File: src/hw/rtl/lcd_scanline_mode_timer_defines.svh
// ----------------------------------------------------------------------------
// LCD scanline mode timer assertion macros
// Shared concurrent assertion forms, clocked on the rising edge with a
// synchronous active-low reset that disables checking.
// ----------------------------------------------------------------------------
`ifndef LCD_SCANLINE_MODE_TIMER_DEFINES_SVH
`define LCD_SCANLINE_MODE_TIMER_DEFINES_SVH

// Same-cycle implication.
`define LSMT_ASSERT_NOW(label, clk, rst_n, ante, cons) \
    label: assert property (@(posedge clk) disable iff (!(rst_n)) (ante) |-> (cons)) \
        else $error("lsmt: assertion failed");

// Next-cycle implication.
`define LSMT_ASSERT_NEXT(label, clk, rst_n, ante, cons) \
    label: assert property (@(posedge clk) disable iff (!(rst_n)) (ante) |=> (cons)) \
        else $error("lsmt: assertion failed");

`endif

File: src/hw/rtl/lsmt_pkg.sv
// ----------------------------------------------------------------------------
// LCD scanline mode timer package
// Request and result types, timer state, mode and opcode codes, line and
// cycle constants.
// ----------------------------------------------------------------------------
package lsmt_pkg;

    typedef enum logic [1:0] {
        OP_ADVANCE = 2'd0,
        OP_LCDC    = 2'd1,
        OP_LYC     = 2'd2,
        OP_STAT    = 2'd3
    } lsmt_op_t;

    typedef enum logic [1:0] {
        MODE_HBLANK   = 2'd0,
        MODE_VBLANK   = 2'd1,
        MODE_SPRITE   = 2'd2,
        MODE_TRANSFER = 2'd3
    } lsmt_mode_t;

    // stat enable bit positions
    localparam int unsigned EN_HBLANK = 0;
    localparam int unsigned EN_VBLANK = 1;
    localparam int unsigned EN_SPRITE = 2;
    localparam int unsigned EN_COINC  = 3;

    localparam int unsigned LCDC_ON_BIT = 7;

    localparam logic [7:0] VBLANK_LINE = 8'd144;
    localparam logic [7:0] SHORT_LINE  = 8'd153;
    localparam logic [7:0] LINE_END    = 8'd154;
    localparam logic [7:0] FIRST_LINE  = 8'd1;

    localparam logic [8:0] LINE_CYCLES             = 9'd456;
    localparam logic [8:0] LINE_CYCLES_AFTER_SHORT = 9'd452;
    localparam logic [8:0] SHORT_LINE_CYCLES       = 9'd4;
    localparam logic [8:0] HBLANK_CYCLES           = 9'd204;
    localparam logic [8:0] SPRITE_CYCLES           = 9'd80;
    localparam logic [8:0] TRANSFER_CYCLES         = 9'd172;

    localparam logic signed [11:0] BUDGET_MIN = -12'sd1024;
    localparam logic signed [11:0] BUDGET_MAX = 12'sd1023;

    typedef struct packed {
        lsmt_op_t   op;
        logic [7:0] cycles;
        logic [7:0] value;
    } lsmt_in_t;

    typedef struct packed {
        logic [7:0] line;
        lsmt_mode_t mode;
        logic       coincidence;
        logic       lcd_on;
        logic       stat_irq;
        logic       vblank_irq;
        logic       draw_line;
        logic       hdma_step;
        logic       frame_wrap;
    } lsmt_out_t;

    typedef struct packed {
        logic              lcd_en;
        logic [7:0]        line;
        lsmt_mode_t        mode;
        logic              coinc;
        logic [7:0]        cmp;
        logic [3:0]        en;
        logic signed [10:0] budget;
    } lsmt_state_t;

endpackage

File: src/hw/rtl/lsmt_step.sv
// ----------------------------------------------------------------------------
// LCD scanline mode timer update
// Applies one request to the timer state: budget update, single mode step,
// line compare and event flags. Pure combinational.
// ----------------------------------------------------------------------------
module lsmt_step (
    input  lsmt_pkg::lsmt_state_t cur,
    input  lsmt_pkg::lsmt_in_t    req,
    output lsmt_pkg::lsmt_state_t nxt,
    output lsmt_pkg::lsmt_out_t   res
);
    import lsmt_pkg::*;

    logic signed [11:0] sub_full;
    logic signed [10:0] budget_dec;
    logic signed [11:0] add_full;
    logic [8:0]         add_amt;
    logic [7:0]         line_inc;
    logic               do_cmp;
    logic               lcd_on_req;
    logic               stat_raise;
    logic               vblank_ev;
    logic               draw_ev;
    logic               hdma_ev;
    logic               wrap_ev;
    logic               line_eq;

    assign sub_full   = $signed({cur.budget[10], cur.budget}) - $signed({4'b0000, req.cycles});
    assign budget_dec = (sub_full < BUDGET_MIN) ? BUDGET_MIN[10:0] : sub_full[10:0];
    assign line_inc   = cur.line + 8'd1;
    assign lcd_on_req = req.value[LCDC_ON_BIT];

    always_comb begin
        nxt        = cur;
        add_amt    = '0;
        add_full   = '0;
        line_eq    = 1'b0;
        do_cmp     = 1'b0;
        stat_raise = 1'b0;
        vblank_ev  = 1'b0;
        draw_ev    = 1'b0;
        hdma_ev    = 1'b0;
        wrap_ev    = 1'b0;

        unique case (req.op)
            OP_ADVANCE: begin
                if (cur.lcd_en) begin
                    nxt.budget = budget_dec;
                    if (budget_dec <= 11'sd0) begin
                        unique case (cur.mode)
                            MODE_HBLANK: begin
                                nxt.line = line_inc;
                                do_cmp   = 1'b1;
                                hdma_ev  = 1'b1;
                                if (line_inc == VBLANK_LINE) begin
                                    nxt.mode   = MODE_VBLANK;
                                    stat_raise = cur.en[EN_VBLANK];
                                    vblank_ev  = 1'b1;
                                    add_amt    = LINE_CYCLES;
                                end else begin
                                    nxt.mode   = MODE_SPRITE;
                                    stat_raise = cur.en[EN_SPRITE];
                                    add_amt    = SPRITE_CYCLES;
                                end
                            end
                            MODE_VBLANK: begin
                                priority if (line_inc == SHORT_LINE) begin
                                    nxt.line = line_inc;
                                    add_amt  = SHORT_LINE_CYCLES;
                                    do_cmp   = 1'b1;
                                end else if (line_inc == LINE_END) begin
                                    nxt.line = '0;
                                    add_amt  = LINE_CYCLES_AFTER_SHORT;
                                    wrap_ev  = 1'b1;
                                    do_cmp   = 1'b1;
                                end else if (line_inc == FIRST_LINE) begin
                                    nxt.line   = '0;
                                    nxt.mode   = MODE_SPRITE;
                                    stat_raise = cur.en[EN_SPRITE];
                                    add_amt    = SPRITE_CYCLES;
                                end else begin
                                    nxt.line = line_inc;
                                    add_amt  = LINE_CYCLES;
                                    do_cmp   = 1'b1;
                                end
                            end
                            MODE_SPRITE: begin
                                nxt.mode = MODE_TRANSFER;
                                add_amt  = TRANSFER_CYCLES;
                            end
                            MODE_TRANSFER: begin
                                nxt.mode   = MODE_HBLANK;
                                stat_raise = cur.en[EN_HBLANK];
                                draw_ev    = 1'b1;
                                add_amt    = HBLANK_CYCLES;
                            end
                            default: begin
                                nxt.mode = cur.mode;
                            end
                        endcase
                        add_full   = $signed({budget_dec[10], budget_dec})
                                   + $signed({3'b000, add_amt});
                        nxt.budget = (add_full > BUDGET_MAX) ? BUDGET_MAX[10:0] : add_full[10:0];
                    end
                end
            end
            OP_LCDC: begin
                if (cur.lcd_en && !lcd_on_req) begin
                    nxt.line = '0;
                    nxt.mode = MODE_HBLANK;
                end else if (!cur.lcd_en && lcd_on_req) begin
                    nxt.budget = '0;
                    nxt.mode   = MODE_TRANSFER;
                    do_cmp     = 1'b1;
                end
                nxt.lcd_en = lcd_on_req;
            end
            OP_LYC: begin
                nxt.cmp = req.value;
            end
            OP_STAT: begin
                nxt.en = req.value[6:3];
            end
            default: begin
                nxt = cur;
            end
        endcase

        line_eq = (nxt.line == cur.cmp);
        if (do_cmp) begin
            nxt.coinc = line_eq;
            if (line_eq && cur.en[EN_COINC]) begin
                stat_raise = 1'b1;
            end
        end
    end

    always_comb begin
        res.line        = nxt.line;
        res.mode        = nxt.mode;
        res.coincidence = nxt.coinc;
        res.lcd_on      = nxt.lcd_en;
        res.stat_irq    = stat_raise;
        res.vblank_irq  = vblank_ev;
        res.draw_line   = draw_ev;
        res.hdma_step   = hdma_ev;
        res.frame_wrap  = wrap_ev;
    end

endmodule

File: src/hw/rtl/lcd_scanline_mode_timer.sv
// ----------------------------------------------------------------------------
// LCD scanline mode timer
// Scanline, display mode and cycle budget tracker for a handheld LCD
// controller, one result per request.
// ----------------------------------------------------------------------------
// Sustains one request per clock unless m_ready stalls the output: a request
// is registered, applied to the timer state by the update logic, and its
// result is registered in the output register that drives m_valid. The state
// update is the loop that sets the rate. While a result waits on m_ready, the
// input register takes one more request and then s_ready drops.
`include "lcd_scanline_mode_timer_defines.svh"

module lcd_scanline_mode_timer (
    input  logic                aclk,
    input  logic                aresetn,
    input  logic                s_valid,
    output logic                s_ready,
    input  lsmt_pkg::lsmt_in_t  s_data,
    output logic                m_valid,
    input  logic                m_ready,
    output lsmt_pkg::lsmt_out_t m_data
);
    import lsmt_pkg::*;

    logic        in_valid_reg;
    logic        in_valid_next;
    lsmt_in_t    in_data_reg;
    logic        out_valid_reg;
    logic        out_valid_next;
    lsmt_out_t   out_data_reg;
    lsmt_state_t state_reg;
    lsmt_state_t state_next;
    lsmt_out_t   step_res;
    logic        fire;

    assign fire    = in_valid_reg && (!out_valid_reg || m_ready);
    assign s_ready = !in_valid_reg || fire;
    assign m_valid = out_valid_reg;
    assign m_data  = out_data_reg;

    lsmt_step u_step (
        .cur (state_reg),
        .req (in_data_reg),
        .nxt (state_next),
        .res (step_res)
    );

    always_comb begin
        in_valid_next  = in_valid_reg;
        out_valid_next = out_valid_reg;
        if (s_ready) begin
            in_valid_next = s_valid;
        end
        if (fire) begin
            out_valid_next = 1'b1;
        end else if (m_ready) begin
            out_valid_next = 1'b0;
        end
    end

    always_ff @(posedge aclk) begin
        if (!aresetn) begin
            in_valid_reg  <= 1'b0;
            out_valid_reg <= 1'b0;
            state_reg     <= '0;
        end else begin
            in_valid_reg  <= in_valid_next;
            out_valid_reg <= out_valid_next;
            if (fire) begin
                state_reg <= state_next;
            end
        end
    end

    always_ff @(posedge aclk) begin
        if (s_ready && s_valid) begin
            in_data_reg <= s_data;
        end
        if (fire) begin
            out_data_reg <= step_res;
        end
    end

    `LSMT_ASSERT_NOW(a_line_range, aclk, aresetn, 1'b1, state_reg.line <= SHORT_LINE)
    `LSMT_ASSERT_NOW(a_off_idle, aclk, aresetn, !state_reg.lcd_en,
        state_reg.line == 8'd0 && state_reg.mode == MODE_HBLANK)
    `LSMT_ASSERT_NOW(a_budget_cap, aclk, aresetn, 1'b1, state_reg.budget <= 11'sd456)
    `LSMT_ASSERT_NOW(a_wrap_line0, aclk, aresetn, out_valid_reg && out_data_reg.frame_wrap,
        out_data_reg.line == 8'd0)
    `LSMT_ASSERT_NOW(a_vblank_mode, aclk, aresetn, out_valid_reg && out_data_reg.vblank_irq,
        out_data_reg.mode == MODE_VBLANK)
    `LSMT_ASSERT_NEXT(a_req_hold, aclk, aresetn, in_valid_reg && !fire, in_valid_reg)

endmodule

File: config.mk
export PLATFORM = sky130hd
export DESIGN_NAME = lcd_scanline_mode_timer
export DESIGN_NICKNAME = d
export VERILOG_FILES = /design/src/hw/rtl/lsmt_pkg.sv /design/src/hw/rtl/lsmt_step.sv /design/src/hw/rtl/lcd_scanline_mode_timer.sv
export VERILOG_INCLUDE_DIRS = /design/src /design/src/hw/rtl
export SDC_FILE = /design/constraint.sdc
export NUM_CORES = 1
export LEC_CHECK = 0
export BUFFER_PORTS_ARGS = -buffer_cell sky130_fd_sc_hd__buf_2
export CORE_MARGIN = 2
export CORE_UTILIZATION = 53
export CTS_CLUSTER_SIZE = 30
export DETAILED_ROUTE_END_ITERATION = 6
export GPL_TIMING_DRIVEN = 0
export HOLD_SLACK_MARGIN = 0.08
export PLACE_DENSITY = 0.7
export SYNTH_ARGS = -nofsm -noshare
export SYNTH_HDL_FRONTEND = slang
export SYNTH_HIERARCHICAL = 1
export SYNTH_SLANG_ARGS = --single-unit
File: constraint.sdc
create_clock -name aclk -period 5.92 [get_ports aclk]
set_input_delay 0.592 -clock aclk [delete_from_list [all_inputs] [get_ports aclk]]
set_output_delay 0.592 -clock aclk [all_outputs]
set_load 0.05 [all_outputs]
# Yosys cells after proc, flatten, opt, wreduce, memory -nomap -nowiden
# Cells that the tools add are included.
# W data, S select, Z words.
[classes] n_addsub=3 n_mul=0 n_div=0 n_lt_le_gt_ge=3 n_eq_ne=14 shift=0 mux=57 bitwise=4 n_reduce_logical=21
[ops] op="$mux W11" count=6
[ops] op="$mux W9" count=7
[ops] op="$pmux W9 S4" count=1
[ops] op="$mux W8" count=4
[ops] op="$eq A8 B8 Y1 const B" count=3
[ops] op="$mux W1" count=24
[ops] op="$pmux W11 S2" count=1
[ops] op="$mux W10" count=2
[ops] op="$pmux W10 S2" count=1
[ops] op="$pmux W8 S2" count=1
[ops] op="$add A11 B10 Y12" count=1
[ops] op="$gt A12 B11 Y1 const B" count=1
[ops] op="$lt A12 B11 Y1 const B" count=1
[ops] op="$mux W2" count=6
[ops] op="$sub A11 B9 Y12" count=1
[ops] op="$le A11 B1 Y1 const B" count=1
[ops] op="$add A8 B1 Y8 const B" count=1
[ops] op="$eq A2 B2 Y1 const B" count=4
[ops] op="$eq A8 B1 Y1 const B" count=1
[ops] op="$eq A8 B8 Y1" count=1
[ops] op="$pmux W2 S4" count=1
[ops] op="$logic_and A1 B1 Y1" count=5
[ops] op="$reduce_and A5 Y1" count=1
[ops] op="$reduce_or A5 Y1" count=1
[ops] op="13 further kinds" count=26
[totals] reg_bits=72 latchBits=0 mem_bits_rw=0 mem_bits_ro=0 input_bits=22 out_inout_bits=19 word_cells=123 memories=0

# Logic depth before layout (Yosys ltp)
# Gate-level depths: netlist (run 1).
[logic_depth] ltp_word=15 mapped_depth=25 ltp_nobuf=25

# Modules after synthesis
# Netlist (run 1), hierarchy kept.
[by_module_without_submodules] mod="lsmt_step" instances=1 cells_each=411 area_per_inst_um2=2551.2 seq_area_each_um2=0.0
[by_module_without_submodules] mod="lcd_scanline_mode_timer" instances=1 cells_each=196 area_per_inst_um2=2547.4 seq_area_each_um2=1791.7

# Worst setup path before layout (run 1)
# OpenSTA, ideal clock, no wires.
[synth_timing] kind="reg-to-reg" from="reg state_reg[0] (netlist name)" to="reg state_reg[1] (netlist name)" setup_ns=0.072 arrival_ns=4.864 t_required_ns=5.848 setup_slack_ns=0.984 path_stages_with_launch=25 path_buffers=0 synth_period_minus_slack_ns=4.936 cell_sequence="dfxtp_1 > inv_1 > ha_1 > fa_1 > nand2b_1 > a211oi_2 > or3_1 > nand2_1 > nor3_1 > a21oi_1 > nor2_1 > nor2b_1 > ha_1 > fa_1 > a21o_1 > a21oi_1 > nor2b_1 > o21ai_0 > nand2b_1 > a21oi_1 > nor4b_1 > nor2_1 > a211oi_1 > nand2_1 > mux2i_1"
[synth_rtl] item="from (decl)" line_no="lcd_scanline_mode_timer.sv:31" rtl="lsmt_state_t state_reg;"
[synth_rtl] item="from (signal assigned)" line_no="lcd_scanline_mode_timer.sv:70" rtl="state_reg <= state_next;"

==> results.ini, run 1 <==
[clock_tree]
cts.sinks=72
cts_made_buffers=9
clk_latency_ns=0.36
path_clk_slew_ns=0.09
cts_tree=yes
htreeDepth=3
root_buffer=clkbuf_8
cts.path.max_buffers=2

[floorplan]
die_y_um=102
std_cell_rows=35
die-area_mm2=0.0104
die_w_um=102
start_util=0.549
ios=41
coreArea_mm2=0.00928

[synth]
synth_edf_count=35
ys_seq_area_frac=0.351
syn_area_mm2=0.00510
yosys_warnings=6
synthCells=607
syn_area_per_cell_um2=8.40
synthArstFlopShare=0
syn_nets=649
ys_ff_latch=72
ys.flop_type=dfxtp_1
synth_cell_types=66

[final_layout]
diodes=0
largest_register_ffs=35
stdcell_count=792
layout-drive-gt1-share=0.155
area.growth.synth_to_final_pct=12.3
utilization=0.617
nets=700

[min_path]
hold_class=input port to flip-flop

[timing]
worstMarginPinSlew_ns=0.839
post-route-worst-setup-slack_ns=0.433
setup_viol=0
fin_crit_ns=5.49
period_share=0.927
maxSlewHeadroom=0.439
hold_viol=0
maxSlewViolCount=0
rsz0062_at_grt=no
fmax_ghz=0.182
timing.hold.ws_ns=0.406
skew_ns=0.0188

[global_routing]
grt_max_degree=27
use_met2=0.420
grt_overflow=0
grt_most_used_layer=met2
grt_use_met1=0.405
grtUsageMet3=0.0445
grtUsageTotal=0.275
antenna_found_initial=0
grt_pass1_vias=4235
grt_pass1_wl_um=21900

[detailed_routing]
totalWireLength_um=13800
antenna_left=0
vias=4639
drt_iter0_drc=329
drt-pass1-iter-count=5
drc=0
via_per_inst=5.86
routedWlPerCell_um=17.4

[power]
vdd_drop_max_mv=0.149
internal_power_w=0.000877
p_leak_nw=2.22
p_per_area_mw_per_mm2=211
power_w=0.00121
swShare=0.274
seqPwrFrac=0.453
pwr-share-comb=0.145
p_switching_w=0.000332
p_clk_frac=0.402

[outcome]
status=complete, no violations

[setup_path]
crit_path_start_kind=flip-flop
required_ns=6.21
path_max_fanout=9
end_kind=flip-flop
arrival_ns=5.78
max_stage_delay_ns=0.40
crit_type=flip-flop to flip-flop
crit_path_top_delay_cell=fa_1
r2r_setup_slack_ns=0.43
cp_common_cell=a21oi_1
crit_family=simple AND/OR/NAND/NOR gates
critPathBufInv=2

[placed_design]
pre_cts_slack_ns=-0.260
dpl.cell_count=775
port_buffers=39
gp_congestion=0.928
hpwl_um=10000

[flow_run]
cap_violations=0

synthesized netlist by cell type (17+ instances only):
library cell,count,share of area
mux2i_1,39,0.077
o21ai_0,38,0.037
dfxtp_1,37,0.15
ha_1,18,0.044
nand2_1,146,0.11
xnor2_1,17,0.029
clkbuf_1,18,0.013
edfxtp_1,35,0.21
buf_4,17,0.025
nor2_1,34,0.025
inv_1,22,0.016
a21oi_1,24,0.024
cells in the final DEF (no fill, tap or decap), types with 22 or more instances in the layout:
cell | netlist | final
a21oi_1 | 24 | 24
nor2_1 | 34 | 33
nand2_1 | 146 | 146
edfxtp_1 | 35 | 35
inv_1 | 22 | 22
o21ai_0 | 38 | 38
buf_2 | 5 | 44
dfxtp_1 | 37 | 37
mux2i_1 | 39 | 39
final timing paths:
kind	start	end	cells after the start
worst max-delay path	state_reg[0]$_SDFFE_PN0P_	state_reg[3]$_SDFFE_PN0P_	25
worst max register to register	state_reg[0]$_SDFFE_PN0P_	state_reg[3]$_SDFFE_PN0P_	25
worst min register to register	state_reg[24]$_SDFFE_PN0P_	state_reg[24]$_SDFFE_PN0P_	2
worst min-delay path	s_data[1]	in_data_reg[1]$_DFFE_PP_	1
power groups by stage:
stage,Combinational (W),Clock (W),Sequential (W)
6_report,0.000175,0.000487,0.000548
5_1_grt,0.000189,0.000508,0.000550
4_1_cts,0.000169,0.000495,0.000547
3_5_place_dp,0.000168,0,0.000559
3_3_place_gp,0.000166,0,0.000558
2_1_floorplan,0.000105,0,0.000576
per-layer routing:
metal  share of wire  wire [µm]
met2            0.45       6150
met5               0          0
met4           0.012        163
met1            0.47       6470
met3           0.072        998
cell families (layout without fill, tap and decap cells):
| logic type | Yosys count | in the layout | share of synthesized area |
|---|---|---|---|
| AOI/OAI and AO/OA | 127 | 127 | 0.172 |
| muxes | 44 | 44 | 0.0876 |
| buffers and inverters | 68 | 124 | 0.0734 |
| adders and majority gates | 20 | 20 | 0.0520 |
| xor gates and xnor gates | 21 | 21 | 0.0361 |
| DFF | 72 | 72 | 0.351 |
| and+or+nand+nor | 255 | 255 | 0.228 |
final cells by class:
| cell class | instances | area, µm² |
|---|---|---|
| Fill cell | 849 | 3560 |
| Multi-Input combinational cell | 467 | 2950 |
| Sequential cell | 72 | 1790 |
| Buffer | 46 | 292 |
| Timing Repair Buffer | 40 | 203 |
| Clock buffer | 11 | 163 |
| Tap cell | 129 | 161 |
| Clock inverter | 5 | 85.1 |
| Inverter | 22 | 82.6 |
worst register-to-register path, delay by kind of cell, from the launching register on:
kind / cells / cell delay, ns
AO/OA/AOI/OAI: 8 / 1.66
flip-flops: 1 / 0.38
adder cells (fa/ha/maj): 4 / 1.29
AND/OR/NAND/NOR: 10 / 1.67
multiplexers: 1 / 0.15
buffers and inverters: 2 / 0.26
repair_timing:
action,4_1_cts,5_1_grt
endpoints found under the setup margin,6,6
endpoints found under the hold margin,0,0
hold buffers,0,0
setup buffers,0,1
gates resized for setup,1,2
per-stage QoR:
step / instance area, µm² / setup TNS [ns]
after floorplan: 5100 / 0
after global placement: 5460 / -0.413
after detailed placement: 5460 / -0.812
after CTS: 5710 / 0
after global routing: 5730 / 0
final: 5730 / 0
No activity file was read; power rests on OpenSTA's default activity.
==> inputs of run 2 (changes only) <==
CORE_ASPECT_RATIO = 1.75   (was default)
CTS_BUF_LIST = sky130_fd_sc_hd__clkbuf_2 sky130_fd_sc_hd__clkbuf_4 sky130_fd_sc_hd__clkbuf_8   (was default)
==> results.ini, run 2 (same netlist as run 1, synthesis figures left out) <==
[floorplan]
start_util=0.542  ; was 0.549
coreArea_mm2=0.00941  ; was 0.00928 mm²
die-area_mm2=0.0105  ; was 0.0104 mm²
die_y_um=134  ; was 102 µm
die_w_um=78.1  ; was 102 µm
ios=41  ; unchanged
std_cell_rows=47  ; was 35

[timing]
skew_ns=0.0149  ; was 0.0188 ns
fmax_ghz=0.183  ; was 0.182 GHz
rsz0062_at_grt=no  ; unchanged
hold_viol=0  ; unchanged
post-route-worst-setup-slack_ns=0.455  ; was 0.433 ns
period_share=0.923  ; was 0.927
maxSlewHeadroom=0.372  ; was 0.439
fin_crit_ns=5.46  ; was 5.49 ns
worstMarginPinSlew_ns=0.938  ; was 0.839 ns
maxSlewViolCount=0  ; unchanged
setup_viol=0  ; unchanged

[detailed_routing]
routedWlPerCell_um=18.0  ; was 17.4 µm
drt-pass1-iter-count=5  ; unchanged
via_per_inst=5.99  ; was 5.86
totalWireLength_um=14100  ; was 13800 µm
drt_iter0_drc=352  ; was 329
drc=0  ; unchanged
antenna_left=0  ; unchanged
vias=4694  ; was 4639

[final_layout]
final_common_cell=nand2_1  ; unchanged
diodes=0  ; unchanged
largest_register_ffs=35  ; unchanged
nets=699  ; was 700
final_cell_mix=nand2_1 (146), buf_2 (44), mux2i_1 (39)  ; unchanged
layout-drive-gt1-share=0.154  ; was 0.155
area.growth.synth_to_final_pct=11.1  ; was 12.3%
nFillCells=896  ; was 849

[setup_path]
path_max_fanout=9  ; unchanged
end_kind=flip-flop  ; unchanged
arrival_ns=5.77  ; was 5.78 ns
crit_path_start_kind=flip-flop  ; unchanged
required_ns=6.22  ; was 6.21 ns
crit_type=flip-flop to flip-flop  ; unchanged

[power]
vdd_drop_max_mv=0.148  ; was 0.149 mV
power_w=0.00112  ; was 0.00121 W
p_per_area_mw_per_mm2=198  ; was 211 mW/mm²
p_leak_nw=2.20  ; was 2.22 nW

[global_routing]
grtUsageTotal=0.279  ; was 0.275
grt_max_degree=27  ; unchanged
antenna_found_initial=0  ; unchanged
grt_overflow=0  ; unchanged
grt_pass1_vias=4712  ; was 4235
grt_pass1_wl_um=22700  ; was 21900 µm

[placed_design]
gp_congestion=0.903  ; was 0.928
hpwl_um=10800  ; was 10000 µm
pre_cts_slack_ns=-0.307  ; was -0.260 ns
port_buffers=39  ; unchanged

[clock_tree]
htreeDepth=3  ; unchanged
cts.sinks=72  ; unchanged
root_buffer=clkbuf_8  ; unchanged
clk_latency_ns=0.37  ; was 0.36 ns
post_cts_buffers=0  ; unchanged
path_clk_slew_ns=0.09  ; about the same
cts_made_buffers=9  ; unchanged
cts_tree=yes  ; unchanged
cts-hold-fix-buffers=0  ; unchanged
cts.path.max_buffers=2  ; unchanged

[min_path]
hold_class=input port to flip-flop  ; unchanged

[flow_run]
cap_violations=0  ; unchanged

[outcome]
status=complete, no violations  ; unchanged

==> run 2: cell count changes in the layout (fill, tap and decap cells not counted) <==
| cell | change |
|---|---|
| buf_4 | -1 |
| bufinv_16 | -1 |
| clkbuf_16 | -1 |
| clkbuf_8 | -1 |
| clkinv_2 | +2 |
| clkinvlp_4 | -1 |
| inv_6 | +2 |
==> run 2: final timing paths <==
path,from,to,slack (ns),depth (start not counted)
max,state_reg[0]$_SDFFE_PN0P_,state_reg[7]$_SDFFE_PN0P_,0.46,24
min,s_data[7],in_data_reg[7]$_DFFE_PP_,0.39,1
max reg2reg,state_reg[0]$_SDFFE_PN0P_,state_reg[7]$_SDFFE_PN0P_,0.46,24
min reg2reg,state_reg[32]$_SDFFE_PN0P_,state_reg[32]$_SDFFE_PN0P_,0.47,2
==> run 2: critical path: stages (launching register included) <==
cell      delay [ns]
dfxtp_1         0.37
inv_1           0.05
ha_1            0.22
fa_1            0.40
nand2b_1        0.19
a211oi_2        0.38
or3_1           0.19
nand2_1         0.07
nor3_1          0.18
a21oi_1         0.10
nor2_2          0.36
nor2b_1         0.13
ha_1            0.25
fa_1            0.41
a21o_1          0.20
a21oi_1         0.25
nor2b_1         0.09
o21ai_0         0.15
nand2b_1        0.11
a21oi_1         0.26
nor4b_4         0.48
nor3_1          0.12
o21ai_0         0.21
nand2_1         0.08
mux2i_1         0.15
==> run 2: final cells by class <==
type,count,area (µm²),area share
Tap cell,122,153,0.0270
Timing Repair Buffer,39,195,0.0345
Clock buffer,9,124,0.0219
Sequential cell,72,1790,0.316
Clock inverter,7,75.1,0.0133
Multi-Input combinational cell,467,2950,0.521
Buffer,46,292,0.0515
Inverter,22,82.6,0.0146
==> run 2: through the flow <==
stage	std cells	utilization	instance area [µm²]	TNS (ns)	hold slack, ns
2_1_floorplan	607	-	5100	0	0.431
3_3_place_gp	768	0.579	5450	-0.313	0.441
3_5_place_dp	768	0.579	5450	-1.46	0.453
4_1_cts	784	0.601	5650	0	0.381
5_1_grt	784	0.602	5660	0	0.380
6_report	784	0.602	5660	0	0.394
==> run 2: timing repair <==
action,in CTS,in global routing
gates resized for setup,1,2
cloned,0,0
setup endpoints to repair,6,6
==> run 2: power by group <==
part	leakage [nW]	internal, W	total, W	switching, W
registers	0.634	0.000539	0.000548	0.00000890
logic	1.46	0.0000608	0.000170	0.000110
clock network	0.104	0.000198	0.000406	0.000208
total	2.20	0.000798	0.00112	0.000326
==> run 2: layer usage <==
layer / vias to the layer above / GRT usage / part of all wire
met3: 66 / 0.0522 / 0.042
met1: 2222 / 0.284 / 0.36
li1: 2234 / - / -
met5: - / 0 / 0
met4: 0 / 0.181 / 0.063
met2: 172 / 0.509 / 0.53
==> inputs of run 3 (changes only) <==
CORE_ASPECT_RATIO = default   (was 1.75)
==> results.ini, run 3 (same netlist as run 1, synthesis figures left out) <==
[power]
p_clk_frac=0.409  ; was 0.361
vdd_drop_max_mv=0.147  ; was 0.148 mV
p_leak_nw=2.22  ; was 2.20 nW
internal_power_w=0.000894  ; was 0.000798 W
pwr-share-comb=0.143  ; was 0.152
p_switching_w=0.000329  ; was 0.000326 W
seqPwrFrac=0.448  ; was 0.487
p_per_area_mw_per_mm2=213  ; was 198 mW/mm²
swShare=0.269  ; was 0.290

[clock_tree]
root_buffer=clkbuf_8  ; unchanged
htreeDepth=3  ; unchanged
cts_made_buffers=9  ; unchanged
cts-hold-fix-buffers=0  ; unchanged
cts.path.max_buffers=2  ; unchanged
clk_latency_ns=0.36  ; was 0.37 ns
cts.sinks=72  ; unchanged
path_clk_slew_ns=0.09  ; about the same
cts_tree=yes  ; unchanged

[timing]
fmax_ghz=0.183  ; about the same
setup_viol=0  ; unchanged
hold_viol=0  ; unchanged
rsz0062_at_grt=no  ; unchanged
worstMarginPinSlew_ns=0.849  ; was 0.938 ns
maxSlewViolCount=0  ; unchanged
maxSlewHeadroom=0.432  ; was 0.372
skew_ns=0.0177  ; was 0.0149 ns
fin_crit_ns=5.48  ; was 5.46 ns
period_share=0.925  ; was 0.923
timing.hold.ws_ns=0.410  ; was 0.394 ns

[detailed_routing]
drt-pass1-iter-count=5  ; unchanged
via_per_inst=5.85  ; was 5.99
routedWlPerCell_um=17.4  ; was 18.0 µm
vias=4636  ; was 4694
drt_iter0_drc=362  ; was 352
totalWireLength_um=13800  ; was 14100 µm
antenna_left=0  ; unchanged
drc=0  ; unchanged

[flow_run]
cap_violations=0  ; unchanged

[setup_path]
arrival_ns=5.76  ; was 5.77 ns
crit_path_start_kind=flip-flop  ; unchanged
crit_type=flip-flop to flip-flop  ; unchanged
cp_common_cell=a21oi_1  ; unchanged
crit_path_top_delay_cell=fa_1  ; was nor4b_4
required_ns=6.21  ; was 6.22 ns
path_max_fanout=9  ; unchanged
end_kind=flip-flop  ; unchanged
max_stage_delay_ns=0.40  ; was 0.48 ns

[final_layout]
area.growth.synth_to_final_pct=12.4  ; was 11.1%
final_cell_mix=nand2_1 (146), buf_2 (44), mux2i_1 (39)  ; unchanged
nets=700  ; was 699
final_common_cell=nand2_1  ; unchanged
layout-drive-gt1-share=0.155  ; was 0.154
diodes=0  ; unchanged
utilization=0.618  ; was 0.602
largest_register_ffs=35  ; unchanged
nFillCells=849  ; was 896

[global_routing]
grt_pass1_wl_um=21900  ; was 22700 µm
antenna_found_initial=0  ; unchanged
grt_overflow=0  ; unchanged
grt_pass1_vias=4238  ; was 4712
grt_max_degree=27  ; unchanged
grtUsageTotal=0.275  ; was 0.279

[floorplan]
die_y_um=102  ; was 134 µm
coreArea_mm2=0.00928  ; was 0.00941 mm²
die_w_um=102  ; was 78.1 µm
std_cell_rows=35  ; was 47
ios=41  ; unchanged
die-area_mm2=0.0104  ; was 0.0105 mm²
start_util=0.549  ; was 0.542

[placed_design]
hpwl_um=10000  ; was 10800 µm
gp_congestion=0.928  ; was 0.903
port_buffers=39  ; unchanged

[min_path]
hold_class=input port to flip-flop  ; unchanged

[outcome]
status=complete, no violations  ; unchanged

## run 3: cell count changes in the layout (fill, tap and decap cells not counted), sizes merged
cell,delta
bufinv,+2
clkinv,-2
inv,-2
buf,+1
clkbuf,+1
clkinvlp,+1
## run 3: area by class of cell
| class | count | area (µm²) | area share |
|---|---|---|---|
| Tap cell | 129 | 161 | 0.0282 |
| Sequential cell | 72 | 1790 | 0.313 |
| Clock buffer | 10 | 138 | 0.0240 |
| Multi-Input combinational cell | 467 | 2950 | 0.515 |
| Inverter | 22 | 82.6 | 0.0144 |
| Clock inverter | 6 | 115 | 0.0201 |
| Buffer | 46 | 292 | 0.0509 |
| Timing Repair Buffer | 40 | 203 | 0.0354 |
## run 3: per-stage QoR
| step | cell area (µm²) | power [W] | std cells | setup WS, ns | TNS, ns |
|---|---|---|---|---|---|
| 2_1_floorplan | 5100 | 0.000681 | 607 | 0.984 | 0 |
| 3_3_place_gp | 5460 | 0.000724 | 775 | -0.219 | -0.413 |
| 3_5_place_dp | 5460 | 0.000727 | 775 | -0.260 | -0.812 |
| 4_1_cts | 5710 | 0.00123 | 791 | 0.135 | 0 |
| 5_1_grt | 5730 | 0.00126 | 792 | 0.0677 | 0 |
| 6_report | 5730 | 0.00122 | 792 | 0.443 | 0 |
## run 3: final timing paths
path                               from                    endpoint  slack, ns  depth (start not counted)
max reg2reg   state_reg[0]$_SDFFE_PN0P_   state_reg[3]$_SDFFE_PN0P_       0.44                         25
min reg2reg  state_reg[24]$_SDFFE_PN0P_  state_reg[24]$_SDFFE_PN0P_       0.46                          2
min                           s_data[0]    in_data_reg[0]$_DFFE_PP_       0.41                          1
max           state_reg[0]$_SDFFE_PN0P_   state_reg[3]$_SDFFE_PN0P_       0.44                         25
## run 3: routing by layer
metal,wire length (µm),GRT usage,vias up
li1,-,-,2234
met1,6390,0.405,2187
met2,6150,0.420,201
met3,1070,0.0445,14
met4,170,0.0738,0
met5,0,0,-
## run 3: what timing repair did
action                                  in CTS  in global routing
resized for setup                            1                  2
buffers inserted                             0                  1
endpoints found under the setup margin       6                  6
## run 3: power groups by stage
stage                     Sequential (W)  Combinational (W)  Clock, W
after floorplan                 0.000576           0.000105         0
after global placement          0.000558           0.000166         0
after detailed placement        0.000559           0.000168         0
after CTS                       0.000547           0.000169  0.000511
after global routing            0.000550           0.000189  0.000525
final                           0.000547           0.000175  0.000501
## run 3: critical path, delay by kind of cell (launching register included)
kind | cells | cell delay [ns]
flip-flops | 1 | 0.38
AO/OA/AOI/OAI | 8 | 1.67
adder cells (fa/ha/maj) | 4 | 1.29
AND/OR/NAND/NOR | 10 | 1.66
multiplexers | 1 | 0.15
buffers and inverters | 2 | 0.25
